File: config.mk
export PLATFORM = sky130hd
export DESIGN_NAME = tag_value_search_flat
export DESIGN_NICKNAME = d
export VERILOG_FILES = /design/src/hw/rtl/tvs_pkg.sv /design/src/hw/rtl/tvs_if.sv /design/src/hw/rtl/tvs_cfg_regs.sv /design/src/hw/rtl/tvs_parser.sv /design/src/hw/rtl/tvs_out_buf.sv /design/src/hw/rtl/tag_value_search.sv /design/src/flat_wrapper.sv
export VERILOG_INCLUDE_DIRS = /design/src /design/src/hw/rtl
export SDC_FILE = /design/constraint.sdc
export NUM_CORES = 1
export LEC_CHECK = 0
export ABC_AREA = 1
export BUFFER_PORTS_ARGS = -buffer_cell sky130_fd_sc_hd__buf_2
export CORE_MARGIN = 4
export CORE_UTILIZATION = 50
export CTS_BUF_LIST = sky130_fd_sc_hd__clkbuf_16
export DETAILED_ROUTE_END_ITERATION = 10
export PLACE_DENSITY = 0.77
export SKIP_CTS_REPAIR_TIMING = 1
export SYNTH_ARGS = -nofsm -noshare
export SYNTH_HDL_FRONTEND = slang
export SYNTH_SLANG_ARGS = --single-unit
File: constraint.sdc
create_clock -name clk -period 12.9 [get_ports clk]
set_clock_uncertainty 0.15 [all_clocks]
set_input_delay 0.645 -clock clk [delete_from_list [all_inputs] [get_ports clk]]
set_output_delay 0.645 -clock clk [all_outputs]
set_load 0.02 [all_outputs]
File: src/hw/rtl/tag_value_search_assert.svh
// ----------------------------------------------------------------------------
// Tag value search assertion macros
// Shorthand for clocked assertions that are disabled while in reset.
// ----------------------------------------------------------------------------
`ifndef TAG_VALUE_SEARCH_ASSERT_SVH
`define TAG_VALUE_SEARCH_ASSERT_SVH

// Same-cycle implication, checked at every rising edge outside reset.
`define TVS_ASSERT_SAME(label, ante, cons, msg) \
  label: assert property (@(posedge clk) disable iff (!rst_n) (ante) |-> (cons)) \
    else $error(msg);

// Next-cycle implication, checked at every rising edge outside reset.
`define TVS_ASSERT_NEXT(label, ante, cons, msg) \
  label: assert property (@(posedge clk) disable iff (!rst_n) (ante) |=> (cons)) \
    else $error(msg);

`endif

File: src/hw/rtl/tvs_pkg.sv
`timescale 1ns / 1ps
// ----------------------------------------------------------------------------
// Tag value search package
// Shared widths, register indexes, status codes and the result word type.
// ----------------------------------------------------------------------------
package tvs_pkg;

  localparam int DEF_MAX_WORDS = 16;

  localparam int WORD_W   = 32;
  localparam int STATUS_W = 2;
  localparam int MAXW_W   = 5;
  localparam int CFG_IDX_W = 1;

  localparam logic [CFG_IDX_W-1:0] REG_TARGET_TAG = 1'd0;
  localparam logic [CFG_IDX_W-1:0] REG_MAX_WORDS  = 1'd1;

  localparam logic [MAXW_W-1:0] MAX_WORDS_RESET = 5'd16;

  localparam logic [STATUS_W-1:0] ST_VALUE  = 2'd0;
  localparam logic [STATUS_W-1:0] ST_FOUND  = 2'd1;
  localparam logic [STATUS_W-1:0] ST_ABSENT = 2'd2;

  typedef struct packed {
    logic [STATUS_W-1:0] status;
    logic [WORD_W-1:0]   value;
    logic                last;
  } tvs_result_t;

endpackage

File: src/hw/rtl/tvs_if.sv
`timescale 1ns / 1ps
// ----------------------------------------------------------------------------
// Tag value search channel interfaces
// Buffer word input, result output and register write channels.
// ----------------------------------------------------------------------------
interface tvs_in_if;
  logic        valid;
  logic        ready;
  logic [31:0] buffer_word;
  logic        buffer_start;

  modport source (output valid, output buffer_word, output buffer_start, input ready);
  modport sink   (input valid, input buffer_word, input buffer_start, output ready);
endinterface

interface tvs_out_if;
  logic        valid;
  logic        ready;
  logic [1:0]  status;
  logic [31:0] value;
  logic        last;

  modport source (output valid, output status, output value, output last, input ready);
  modport sink   (input valid, input status, input value, input last, output ready);
endinterface

interface tvs_cfg_if;
  logic        valid;
  logic        ready;
  logic [0:0]  index;
  logic [31:0] data;

  modport source (output valid, output index, output data, input ready);
  modport sink   (input valid, input index, input data, output ready);
endinterface

File: src/hw/rtl/tvs_cfg_regs.sv
`timescale 1ns / 1ps
// ----------------------------------------------------------------------------
// Tag value search configuration registers
// Holds the searched tag and the copy limit; writes are always accepted.
// ----------------------------------------------------------------------------
module tvs_cfg_regs
  import tvs_pkg::*;
(
  input  logic                 clk,
  input  logic                 rst_n,
  input  logic                 wr_valid,
  input  logic [CFG_IDX_W-1:0] wr_index,
  input  logic [WORD_W-1:0]    wr_data,
  output logic                 wr_ready,
  output logic [WORD_W-1:0]    target_tag,
  output logic [MAXW_W-1:0]    max_words
);

  logic [WORD_W-1:0] target_tag_r;
  logic [MAXW_W-1:0] max_words_r;

  assign wr_ready   = 1'b1;
  assign target_tag = target_tag_r;
  assign max_words  = max_words_r;

  always_ff @(posedge clk) begin
    if (!rst_n) begin
      target_tag_r <= '0;
      max_words_r  <= MAX_WORDS_RESET;
    end else if (wr_valid) begin
      case (wr_index)
        REG_TARGET_TAG: target_tag_r <= wr_data;
        REG_MAX_WORDS:  max_words_r  <= wr_data[MAXW_W-1:0];
        default: ;
      endcase
    end
  end

endmodule

File: src/hw/rtl/tvs_parser.sv
`timescale 1ns / 1ps
// ----------------------------------------------------------------------------
// Tag value search record walker
// Steps through header, tag, size, length, skipped and copied words, one word
// per accepted input, and flags the result that each word produces.
// ----------------------------------------------------------------------------
module tvs_parser
  import tvs_pkg::*;
#(
  parameter int MAX_WORDS = DEF_MAX_WORDS
) (
  input  logic              clk,
  input  logic              rst_n,
  input  logic              in_accept,
  input  logic [WORD_W-1:0] buffer_word,
  input  logic              buffer_start,
  input  logic [WORD_W-1:0] target_tag,
  input  logic [MAXW_W-1:0] max_words,
  output logic              res_valid,
  output tvs_result_t       res
);

  `include "tag_value_search_assert.svh"

  localparam int CNT_W  = $clog2(MAX_WORDS + 1);
  localparam int SKIP_W = WORD_W - 2;

  localparam logic [2:0] PH_IDLE   = 3'd0;
  localparam logic [2:0] PH_HEADER = 3'd1;
  localparam logic [2:0] PH_TAG    = 3'd2;
  localparam logic [2:0] PH_SIZE   = 3'd3;
  localparam logic [2:0] PH_LEN    = 3'd4;
  localparam logic [2:0] PH_SKIP   = 3'd5;
  localparam logic [2:0] PH_COPY   = 3'd6;

  logic [2:0]        phase_r, phase_nxt;
  logic              record_matched_r, record_matched_nxt;
  logic [SKIP_W-1:0] skip_left_r, skip_left_nxt;
  logic [WORD_W-1:0] record_size_r, record_size_nxt;
  logic [CNT_W-1:0]  copy_left_r, copy_left_nxt;

  logic [WORD_W-1:0] limit;
  logic [WORD_W-1:0] len_words;
  logic [WORD_W-1:0] copy_count;
  logic [WORD_W-1:0] size_round;

  // Copy count is min(length / 4, max_words, MAX_WORDS).
  assign limit = (WORD_W'(max_words) > WORD_W'(MAX_WORDS)) ? WORD_W'(MAX_WORDS)
                                                           : WORD_W'(max_words);
  assign len_words  = {2'b00, buffer_word[WORD_W-1:2]};
  assign copy_count = (len_words > limit) ? limit : len_words;
  assign size_round = record_size_r + WORD_W'(3);

  always_comb begin
    phase_nxt          = phase_r;
    record_matched_nxt = record_matched_r;
    skip_left_nxt      = skip_left_r;
    record_size_nxt    = record_size_r;
    copy_left_nxt      = copy_left_r;
    res_valid          = 1'b0;
    res.status         = ST_VALUE;
    res.value          = '0;
    res.last           = 1'b0;

    if (in_accept) begin
      if (buffer_start) begin
        phase_nxt          = PH_HEADER;
        record_matched_nxt = 1'b0;
        skip_left_nxt      = '0;
        record_size_nxt    = '0;
        copy_left_nxt      = '0;
      end else begin
        case (phase_r)
          PH_HEADER: phase_nxt = PH_TAG;
          PH_TAG: begin
            // A zero tag terminates the list before any compare.
            if (buffer_word == '0) begin
              phase_nxt  = PH_IDLE;
              res_valid  = 1'b1;
              res.status = ST_ABSENT;
              res.last   = 1'b1;
            end else begin
              record_matched_nxt = (buffer_word == target_tag);
              phase_nxt          = PH_SIZE;
            end
          end
          PH_SIZE: begin
            record_size_nxt = buffer_word;
            phase_nxt       = PH_LEN;
          end
          PH_LEN: begin
            if (record_matched_r) begin
              if (copy_count == '0) begin
                phase_nxt  = PH_IDLE;
                res_valid  = 1'b1;
                res.status = ST_FOUND;
                res.last   = 1'b1;
              end else begin
                copy_left_nxt = copy_count[CNT_W-1:0];
                phase_nxt     = PH_COPY;
              end
            end else begin
              skip_left_nxt = size_round[WORD_W-1:2];
              phase_nxt     = (size_round[WORD_W-1:2] == '0) ? PH_TAG : PH_SKIP;
            end
          end
          PH_SKIP: begin
            skip_left_nxt = skip_left_r - SKIP_W'(1);
            if (skip_left_r == SKIP_W'(1)) begin
              phase_nxt = PH_TAG;
            end
          end
          PH_COPY: begin
            res_valid  = 1'b1;
            res.status = ST_VALUE;
            res.value  = buffer_word;
            res.last   = (copy_left_r <= CNT_W'(1));
            if (copy_left_r <= CNT_W'(1)) begin
              copy_left_nxt = '0;
              phase_nxt     = PH_IDLE;
            end else begin
              copy_left_nxt = copy_left_r - CNT_W'(1);
            end
          end
          default: ;
        endcase
      end
    end
  end

  always_ff @(posedge clk) begin
    if (!rst_n) begin
      phase_r          <= PH_IDLE;
      record_matched_r <= 1'b0;
      skip_left_r      <= '0;
      record_size_r    <= '0;
      copy_left_r      <= '0;
    end else begin
      phase_r          <= phase_nxt;
      record_matched_r <= record_matched_nxt;
      skip_left_r      <= skip_left_nxt;
      record_size_r    <= record_size_nxt;
      copy_left_r      <= copy_left_nxt;
    end
  end

  `TVS_ASSERT_SAME(a_copy_nonzero, phase_r == PH_COPY, copy_left_r != '0,
                   "copy phase with no words left")
  `TVS_ASSERT_SAME(a_skip_nonzero, phase_r == PH_SKIP, skip_left_r != '0,
                   "skip phase with no words left")
  `TVS_ASSERT_SAME(a_res_on_accept, res_valid, in_accept,
                   "result raised without an accepted word")
  `TVS_ASSERT_SAME(a_copy_bound, 1'b1, copy_left_r <= CNT_W'(MAX_WORDS),
                   "copy count above the configured ceiling")

endmodule

File: src/hw/rtl/tvs_out_buf.sv
`timescale 1ns / 1ps
// ----------------------------------------------------------------------------
// Tag value search result buffer
// Output register plus one skid entry, so input words keep flowing while a
// result waits for the receiver.
// ----------------------------------------------------------------------------
module tvs_out_buf
  import tvs_pkg::*;
(
  input  logic        clk,
  input  logic        rst_n,
  input  logic        push,
  input  tvs_result_t push_data,
  output logic        can_accept,
  output logic        out_valid,
  output tvs_result_t out_data,
  input  logic        out_ready
);

  `include "tag_value_search_assert.svh"

  logic        main_valid_r, main_valid_nxt;
  logic        skid_valid_r, skid_valid_nxt;
  tvs_result_t main_data_r, main_data_nxt;
  tvs_result_t skid_data_r, skid_data_nxt;
  logic        pop;

  assign pop        = main_valid_r && out_ready;
  assign can_accept = !skid_valid_r;
  assign out_valid  = main_valid_r;
  assign out_data   = main_data_r;

  always_comb begin
    main_valid_nxt = main_valid_r;
    skid_valid_nxt = skid_valid_r;
    main_data_nxt  = main_data_r;
    skid_data_nxt  = skid_data_r;
    if (skid_valid_r) begin
      if (pop) begin
        main_data_nxt  = skid_data_r;
        skid_valid_nxt = 1'b0;
      end
    end else if (push) begin
      if (!main_valid_r || pop) begin
        main_data_nxt  = push_data;
        main_valid_nxt = 1'b1;
      end else begin
        skid_data_nxt  = push_data;
        skid_valid_nxt = 1'b1;
      end
    end else if (pop) begin
      main_valid_nxt = 1'b0;
    end
  end

  always_ff @(posedge clk) begin
    if (!rst_n) begin
      main_valid_r <= 1'b0;
      skid_valid_r <= 1'b0;
    end else begin
      main_valid_r <= main_valid_nxt;
      skid_valid_r <= skid_valid_nxt;
    end
    main_data_r <= main_data_nxt;
    skid_data_r <= skid_data_nxt;
  end

  `TVS_ASSERT_SAME(a_skid_behind_main, skid_valid_r, main_valid_r,
                   "skid entry holds a word while the output register is empty")
  `TVS_ASSERT_SAME(a_no_push_when_full, push, !skid_valid_r,
                   "result pushed while both entries are full")
  `TVS_ASSERT_NEXT(a_full_keeps_valid, push && main_valid_r && !out_ready,
                   skid_valid_r && main_valid_r, "result dropped on a stalled push")

endmodule

File: src/hw/rtl/tag_value_search.sv
`timescale 1ns / 1ps
// ----------------------------------------------------------------------------
// Tag value search
// Streams a tag/size/length property buffer and returns the value words of
// the record whose tag matches the configured tag.
// ----------------------------------------------------------------------------
// Usage:
//   in_bus  carries one buffer word per handshake; buffer_start marks header
//           word 0 of a new buffer and always restarts the search.
//   out_bus returns value words (status 0, last on the final one), a single
//           found word (status 1) or a not-found word (status 2).
//   cfg_bus writes target_tag (index 0) and max_words (index 1); it is always
//           ready and should only be written while the block is idle.
// Timing:
//   One input word is accepted per cycle while in_bus.ready is high; each result
//   is registered in the output register, or in the skid entry if it is occupied.
//   The record walker sets the rate; it updates phase and counters once per word.
// Stall and reset:
//   An output register and a skid entry hold up to two results; in_bus.ready
//   drops only while both are full. Reset clears the walker to waiting for a
//   buffer start, empties the result buffer and restores the register defaults.
// ----------------------------------------------------------------------------
module tag_value_search
  import tvs_pkg::*;
#(
  parameter int MAX_WORDS = DEF_MAX_WORDS
) (
  input  logic clk,
  input  logic rst_n,
  tvs_in_if.sink    in_bus,
  tvs_out_if.source out_bus,
  tvs_cfg_if.sink   cfg_bus
);

  logic              in_accept;
  logic              can_accept;
  logic [WORD_W-1:0] target_tag;
  logic [MAXW_W-1:0] max_words;
  logic              res_valid;
  tvs_result_t       res;
  tvs_result_t       out_data;

  assign in_bus.ready = can_accept;
  assign in_accept    = in_bus.valid && can_accept;

  tvs_cfg_regs u_cfg_regs (
    .clk        (clk),
    .rst_n      (rst_n),
    .wr_valid   (cfg_bus.valid),
    .wr_index   (cfg_bus.index),
    .wr_data    (cfg_bus.data),
    .wr_ready   (cfg_bus.ready),
    .target_tag (target_tag),
    .max_words  (max_words)
  );

  tvs_parser #(
    .MAX_WORDS (MAX_WORDS)
  ) u_parser (
    .clk          (clk),
    .rst_n        (rst_n),
    .in_accept    (in_accept),
    .buffer_word  (in_bus.buffer_word),
    .buffer_start (in_bus.buffer_start),
    .target_tag   (target_tag),
    .max_words    (max_words),
    .res_valid    (res_valid),
    .res          (res)
  );

  tvs_out_buf u_out_buf (
    .clk        (clk),
    .rst_n      (rst_n),
    .push       (res_valid),
    .push_data  (res),
    .can_accept (can_accept),
    .out_valid  (out_bus.valid),
    .out_data   (out_data),
    .out_ready  (out_bus.ready)
  );

  assign out_bus.status = out_data.status;
  assign out_bus.value  = out_data.value;
  assign out_bus.last   = out_data.last;

endmodule
File: src/flat_wrapper.sv
// flat-port wrapper written by rule: the top's interface ports become plain ports
module tag_value_search_flat import tvs_pkg::*;
#(
  parameter int MAX_WORDS = DEF_MAX_WORDS
)
  (clk, rst_n, in_bus_valid, in_bus_buffer_word, in_bus_buffer_start, in_bus_ready, out_bus_valid, out_bus_status, out_bus_value, out_bus_last, out_bus_ready, cfg_bus_valid, cfg_bus_index, cfg_bus_data, cfg_bus_ready);
  tvs_in_if in_bus_i ();
  tvs_out_if out_bus_i ();
  tvs_cfg_if cfg_bus_i ();
  input  logic clk;
  input  logic rst_n;
  input wire logic [$bits(in_bus_i.valid)-1:0] in_bus_valid;
  input wire logic [$bits(in_bus_i.buffer_word)-1:0] in_bus_buffer_word;
  input wire logic [$bits(in_bus_i.buffer_start)-1:0] in_bus_buffer_start;
  output wire logic [$bits(in_bus_i.ready)-1:0] in_bus_ready;
  output wire logic [$bits(out_bus_i.valid)-1:0] out_bus_valid;
  output wire logic [$bits(out_bus_i.status)-1:0] out_bus_status;
  output wire logic [$bits(out_bus_i.value)-1:0] out_bus_value;
  output wire logic [$bits(out_bus_i.last)-1:0] out_bus_last;
  input wire logic [$bits(out_bus_i.ready)-1:0] out_bus_ready;
  input wire logic [$bits(cfg_bus_i.valid)-1:0] cfg_bus_valid;
  input wire logic [$bits(cfg_bus_i.index)-1:0] cfg_bus_index;
  input wire logic [$bits(cfg_bus_i.data)-1:0] cfg_bus_data;
  output wire logic [$bits(cfg_bus_i.ready)-1:0] cfg_bus_ready;
  assign in_bus_i.valid = in_bus_valid;
  assign in_bus_i.buffer_word = in_bus_buffer_word;
  assign in_bus_i.buffer_start = in_bus_buffer_start;
  assign in_bus_ready = in_bus_i.ready;
  assign out_bus_valid = out_bus_i.valid;
  assign out_bus_status = out_bus_i.status;
  assign out_bus_value = out_bus_i.value;
  assign out_bus_last = out_bus_i.last;
  assign out_bus_i.ready = out_bus_ready;
  assign cfg_bus_i.valid = cfg_bus_valid;
  assign cfg_bus_i.index = cfg_bus_index;
  assign cfg_bus_i.data = cfg_bus_data;
  assign cfg_bus_ready = cfg_bus_i.ready;
  tag_value_search #(.MAX_WORDS(MAX_WORDS)) u_core (.clk(clk), .rst_n(rst_n), .in_bus(in_bus_i), .out_bus(out_bus_i), .cfg_bus(cfg_bus_i));
endmodule
==> metrics.txt, run 1 <==
CTS Sinks 180; startpoint types register; initial core utilization 50.66%; Max Slew Vio Count 0; synth warn 0; largest net degree at the start of global routing 72; antenna cells 0; total power 1226 uW; origin of the worst setup path u_core.u_cfg_regs.max_words[1]; drt first pass iters 6; CTS tree built; P_leak 0.004711 uW; reg2reg start u_core.u_cfg_regs.max_words[1]; Data arrival, critical path 3900 ps; Hold WC Path Type input port to register; largest cells by area after synthesis dfxtp_1, edfxtp_1, nand2_1, nor2_1, o21ai_0; CTS root buf clkbuf_16; Post-synth EDFFs 70; Synth Net Count 1444; Post-Syn Area per Cell 7.204 um2; compound-gate portion of the synthesized area 12.11%; Final HPWL DP 17.82 mm; max-cap violations 0; top-count cell post-synth nand2_1; share of layout cells above drive strength 1 13.86%; clock slew at reported path FFs 70 ps; TritonCTS buffer count 17; reg2reg end u_core.u_out_buf.out_data[25]; count of different cell masters after synthesis 41; Crit Path Category register to register; initial antenna violation count 0; Rel. slew slack 18.06%; worst-margin pin slew 1226 ps; Final Hold Viols 0; DR vias 9126; GP Congestion 0.8715; simple-gate portion of the synthesized area 33.08%; GRT overflow 0; Reg power frac 49.1%; Util after Layout 57.75%; status finished, final reports clean; Yosys reg bits 180; H-tree levels 4; fraction of registers with async set/reset 0%; die area 21960 um2; period utilisation layout 31.03%; P&R area growth vs syn 14.01%; Yosys top cell by area dfxtp_1; Int Pwr 919.5 uW; DR WL/cell 14.58 um; final-report setup violation count 0; adder-cell area share of the yosys netlist 1.146%; # IOs 109; Hold Crit Endpoint u_core.u_cfg_regs.target_tag[6]; vias per inst 5.300; P per Cell Area 109.4 nW/um2; R2R setup slack 8900 ps; first-pass GRT wire length 41.34 mm; min Tclk post-route 4003 ps; Post-DRT Antenna Nets 0; Starting DRT DRC Count 716; Setup TNS 0 ps; core footprint 19400 um2; Post-Syn Area 9827 um2; combinational power share 6.9%; crit end category register; peak fanout along the critical path 35; mux contribution to synthesized area 0%; worst vdd ir 0.09069 mV; clock share of power 44.0%; Worst Reg2Reg Path Length in Cells 19; XOR/XNOR share of the synthesized area 3.565%; Post-Route WL 25.10 mm; Synth top cells by count nand2_1, nor2_1, dfxtp_1; GRT Util Overall 22.90%; clock latency on the worst-skew pair 440 ps; Seq/Total Area, Yosys 43.80%; ys flop type dfxtp_1; Sw Share 24.97%; unrepaired setup endpoints after global routing no; # rows 51; overall die width 148.2 um; Mapped Cells 1364; hold_sp cfg_bus_data[6]; DRC viols 0; top-area cell type share of the netlist area 22.41%; Worst Path Required 12790 ps; Max Fclk 249.8 MHz; Worst Hold Depth 3; Die Ht 148.2 um; Switch Pwr 306.0 uW; largest family of logic cells by synthesized area simple AND/OR/NAND/NOR gates; Layout Nets 1525; Port Buffers 107; vias in the first global route 8735; maximum buffer depth of the clock tree 2
## worst max-delay path: stages (launching register included)
cell and delay, ps:
dfxtp_1 350, nor3_1 190, nand2_1 70, nand2_1 50, nand2_1 80, ha_1 280, inv_1 40, nor2_1 150
nand2_1 70, nand3_1 60, nand2_1 120, nand2_4 150, nand2_1 70, nand2_1 80, nand2_1 90, nor2_4 110
nand4_1 170, nand3_1 120, nand2_1 170, a21oi_4 990
## cell families (layout without fill, tap and decap cells)
group	after synthesis	in the layout
AOI/OAI and AO/OA	220	220
xor gates and xnor gates	40	40
adders and majority gates	9	9
buffers and inverters	162	255
DFF	180	180
other	1	1
and+or+nand+nor	752	752
## worst max path at each step
| stage | to | slack [ps] |
|---|---|---|
| floorplan | u_core.u_out_buf.out_data[0] | 8530 |
| global placement | u_core.u_out_buf.out_data[25] | 8980 |
| detailed placement | u_core.u_out_buf.out_data[27] | 8810 |
| CTS | u_core.u_out_buf.out_data[26] | 8900 |
| global route | u_core.u_out_buf.out_data[25] | 8410 |
| finish | u_core.u_out_buf.out_data[25] | 8900 |
## power groups by stage
stage	Clock [uW]	Sequential [uW]	Combinational (uW)
4_1_cts	545	601	84.3
6_report	539	602	84.8
3_3_place_gp	0	614	81.5
3_5_place_dp	0	614	83.6
2_1_floorplan	0	613	53.0
5_1_grt	572	602	94.9
## metrics by stage
step / setup WS [ps] / std cells / hold WS [ps] / area, um2
final: 8897 / 1722 / 274.3 / 11200
after floorplan: 8525 / 1364 / 291.6 / 9827
after detailed placement: 8807 / 1691 / 321.1 / 10590
after CTS: 8897 / 1722 / 269.5 / 11200
after global placement: 8980 / 1691 / 314.2 / 10590
after global routing: 8413 / 1722 / 271.8 / 11200
## area by class of cell
| class | count | area [um2] |
|---|---|---|
| fill | 1798 | 8195 |
| multi-input combinational | 1022 | 4945 |
| sequential | 180 | 4304 |
| timing repair buffer | 116 | 603.1 |
| clock buffer | 17 | 425.4 |
| inverter | 108 | 405.4 |
| tap | 265 | 331.6 |
| clock inverter | 14 | 188.9 |
## placed cells by master, fill, tap and decap left out, drive strengths merged, types with 12 or more instances in the layout
master	synthesis	routed
xor2	27	27
edfxtp	70	70
nor3	12	12
o211ai	18	18
or2	12	12
nor2	223	223
buf	7	116
o21ai	101	101
a21oi	92	92
nand2	375	375
nor4	12	12
clkbuf	47	17
xnor2	13	13
nand3	96	96
dfxtp	110	110
inv	108	115
nand4	16	16
## layer usage
layer,vias up,track usage [%],wire [um]
li1,4628,-,-
met1,4194,28.64,10800
met5,-,0,0
met2,257,40.19,12400
met3,47,4.235,1296
met4,0,7.298,600
## registers in the layout, summed over array words and instances, names as in the netlist
name and flops:
u_core.u_cfg_regs.target_tag 32, u_core.u_parser.record_size_r 32, u_core.u_out_buf.skid_valid_r 1, u_core.u_out_buf.out_data 35
u_core.u_parser.record_matched_r 1, u_core.u_cfg_regs.max_words 5, u_core.u_parser.phase_r 3, u_core.u_parser.copy_left_r 5
u_core.u_out_buf.skid_data_r 35, u_core.u_out_buf.out_valid 1, u_core.u_parser.skip_left_r 30
Power figures use the tool's default switching activity.
==> run 2: changes to the inputs <==
Clock period 12.9 ns to 3.98 ns, I/O delays scaled along.
==> run 2 against run 1 <==
  * Critical path depth rose by 1
  * Combinational power rose to 3.9 times the previous value
  * Flip-flop and latch count unchanged
  * Routed wire length increased by 4.9%
  * Clock power grew to 3.2 times the previous value
  * Cell count up 3.9%
  * The run now ends with negative hold slack left
  * Register-to-register slack worse by 8500 ps
  * Core utilization rose by 3.4 points
  * First-iteration DRC count shrank 8.4%
  * Via count is 4.1% higher
  * Cell area is 5.9% higher
  * Global-route usage is 0.33 points lower
==> metrics.txt, run 2 (same netlist as run 1, synthesis figures left out) <==
overall die width 148.2 um; Port Buffers 107; register area 4304 um2; drt first pass iters 6; Util after Layout 61.15%; Final HPWL DP 17.55 mm; Layout Nets 1591; Rel. slew slack 27.70%; Slowest-stage cell, CP buf_4; P&R area growth vs syn 20.70%; vias in the first global route 8757; initial core utilization 50.66%; clock latency on the worst-skew pair 430 ps; GRT overflow 0; GP Congestion 0.9032; GRT Util Overall 22.57%; crit end category register; initial antenna violation count 0; largest net degree at the start of global routing 69; startpoint types register; Final Hold Viols 2; final hold slack -31.54 ps; Worst Path Required 3900 ps; commonest cells after routing, fill and taps aside nand2_1, nor2_1, dfxtp_1, buf_2, inv_1; Max Fclk 275.9 MHz; CTS root buf clkbuf_16; worst vdd ir 0.3199 mV; Post-Route WL 26.32 mm; CTS Sinks 180; reg2reg end u_core.u_out_buf.out_data[25]; Max Slew Vio Count 0; H-tree levels 4; final-report setup violation count 0; DR WL/cell 14.71 um; first-pass GRT wire length 40.98 mm; antenna cells 0; failing checks negative hold slack; status finished, violations left; peak fanout along the critical path 35; hold_sp in_bus_buffer_word[9]; reg2reg start u_core.u_cfg_regs.max_words[1]; Worst Reg2Reg Path Length in Cells 20; worst-margin pin slew 1083 ps; maximum buffer depth of the clock tree 2; vias per inst 5.311; multi-input logic area 4945 um2; min Tclk post-route 3624 ps; DR vias 9501; Die Ht 148.2 um; Hold Crit Endpoint u_core.u_parser.record_size_r[9]; period utilisation layout 91.06%; P_leak 0.004989 uW; P per Cell Area 335.9 nW/um2; CP max stage delay 440 ps; R2R setup slack 360 ps; Setup TNS 0 ps; Top cell by count, worst path nand2_1; Hold WC Path Type input port to register; Starting DRT DRC Count 656; die area 21960 um2; CTS tree built; clock slew at reported path FFs 70 ps; # IOs 109; most common cell after layout, fill and taps aside nand2_1; Fillers 1675; Worst Hold Depth 3; Data arrival, critical path 3540 ps; Crit Path Category register to register; core footprint 19400 um2; critical-path cell list nor3_1 > nand2_1 > nand2_1 > nand2_1 > ha_1 > inv_1 > nor2_1 > nand2_1 > nand3_1 > nand2_1 > nand2_4 > nand2_1 > nand2_1 > nand2_1 > nor2_4 > nand4_1 > nand3_1 > nand2_1 > a21oi_4 > buf_4; max-cap violations 0; DRC viols 0; unrepaired setup endpoints after global routing no; TritonCTS buffer count 17; Post-DRT Antenna Nets 0; share of layout cells above drive strength 1 13.45%; # rows 51
==> run 2: routing by layer <==
layer | vias up | global-route usage (%) | wire length (um)
li1 | 4767 | - | -
met1 | 4393 | 28.82 | 11120
met2 | 299 | 38.89 | 13320
met3 | 42 | 3.870 | 1358
met4 | 0 | 7.714 | 526
met5 | - | 0 | 0
==> run 2: area by class of cell <==
class | count | share of cell area, %
clock buffers | 17 | 3.586
clock inverters | 15 | 1.530
inverters | 108 | 3.418
multi-input cells | 1022 | 41.69
flip-flops and latches | 180 | 36.29
well taps | 265 | 2.795
repair buffers | 182 | 10.70
==> run 2: critical path, delay by kind of cell (launching register included) <==
kind / cells / cell delay [ps]
AOI/OAI and AO/OA: 1 / 160
adders and majority gates: 1 / 280
buffers and inverters: 2 / 480
DFF: 1 / 360
and+or+nand+nor: 16 / 1800
==> run 2: how the worst max path moves through the flow <==
stage | startpoint | endpoint | cells past startpoint
floorplan | u_core.u_cfg_regs.max_words[1] | u_core.u_out_buf.out_data[0] | 19
global route | u_core.u_cfg_regs.max_words[1] | u_core.u_out_buf.out_data[25] | 20
finish | u_core.u_cfg_regs.max_words[1] | u_core.u_out_buf.out_data[25] | 20
detailed placement | u_core.u_cfg_regs.max_words[1] | u_core.u_out_buf.out_data[25] | 20
CTS | u_core.u_cfg_regs.max_words[1] | u_core.u_out_buf.out_data[25] | 20
global placement | u_core.u_cfg_regs.max_words[1] | u_core.u_out_buf.out_data[25] | 20
==> run 2: metrics by stage <==
stage               area, um2  worst slack (ps)  power [uW]  cells
detailed placement      10620             420.2        2263   1694
floorplan                9833             287.8        2157   1364
global route            11860             52.09        4123   1789
global placement        10620             582.9        2256   1694
finish                  11860             355.7        3984   1789
CTS                     11230             388.4        3938   1726
==> run 2: where the power goes <==
group	leakage (uW)	internal [uW]	total [uW]	switching, uW
combinational	0.00307	136	330	194
sequential	0.00162	1930	1950	23.5
clock	0.000295	856	1700	848
total	0.00499	2920	3980	1070
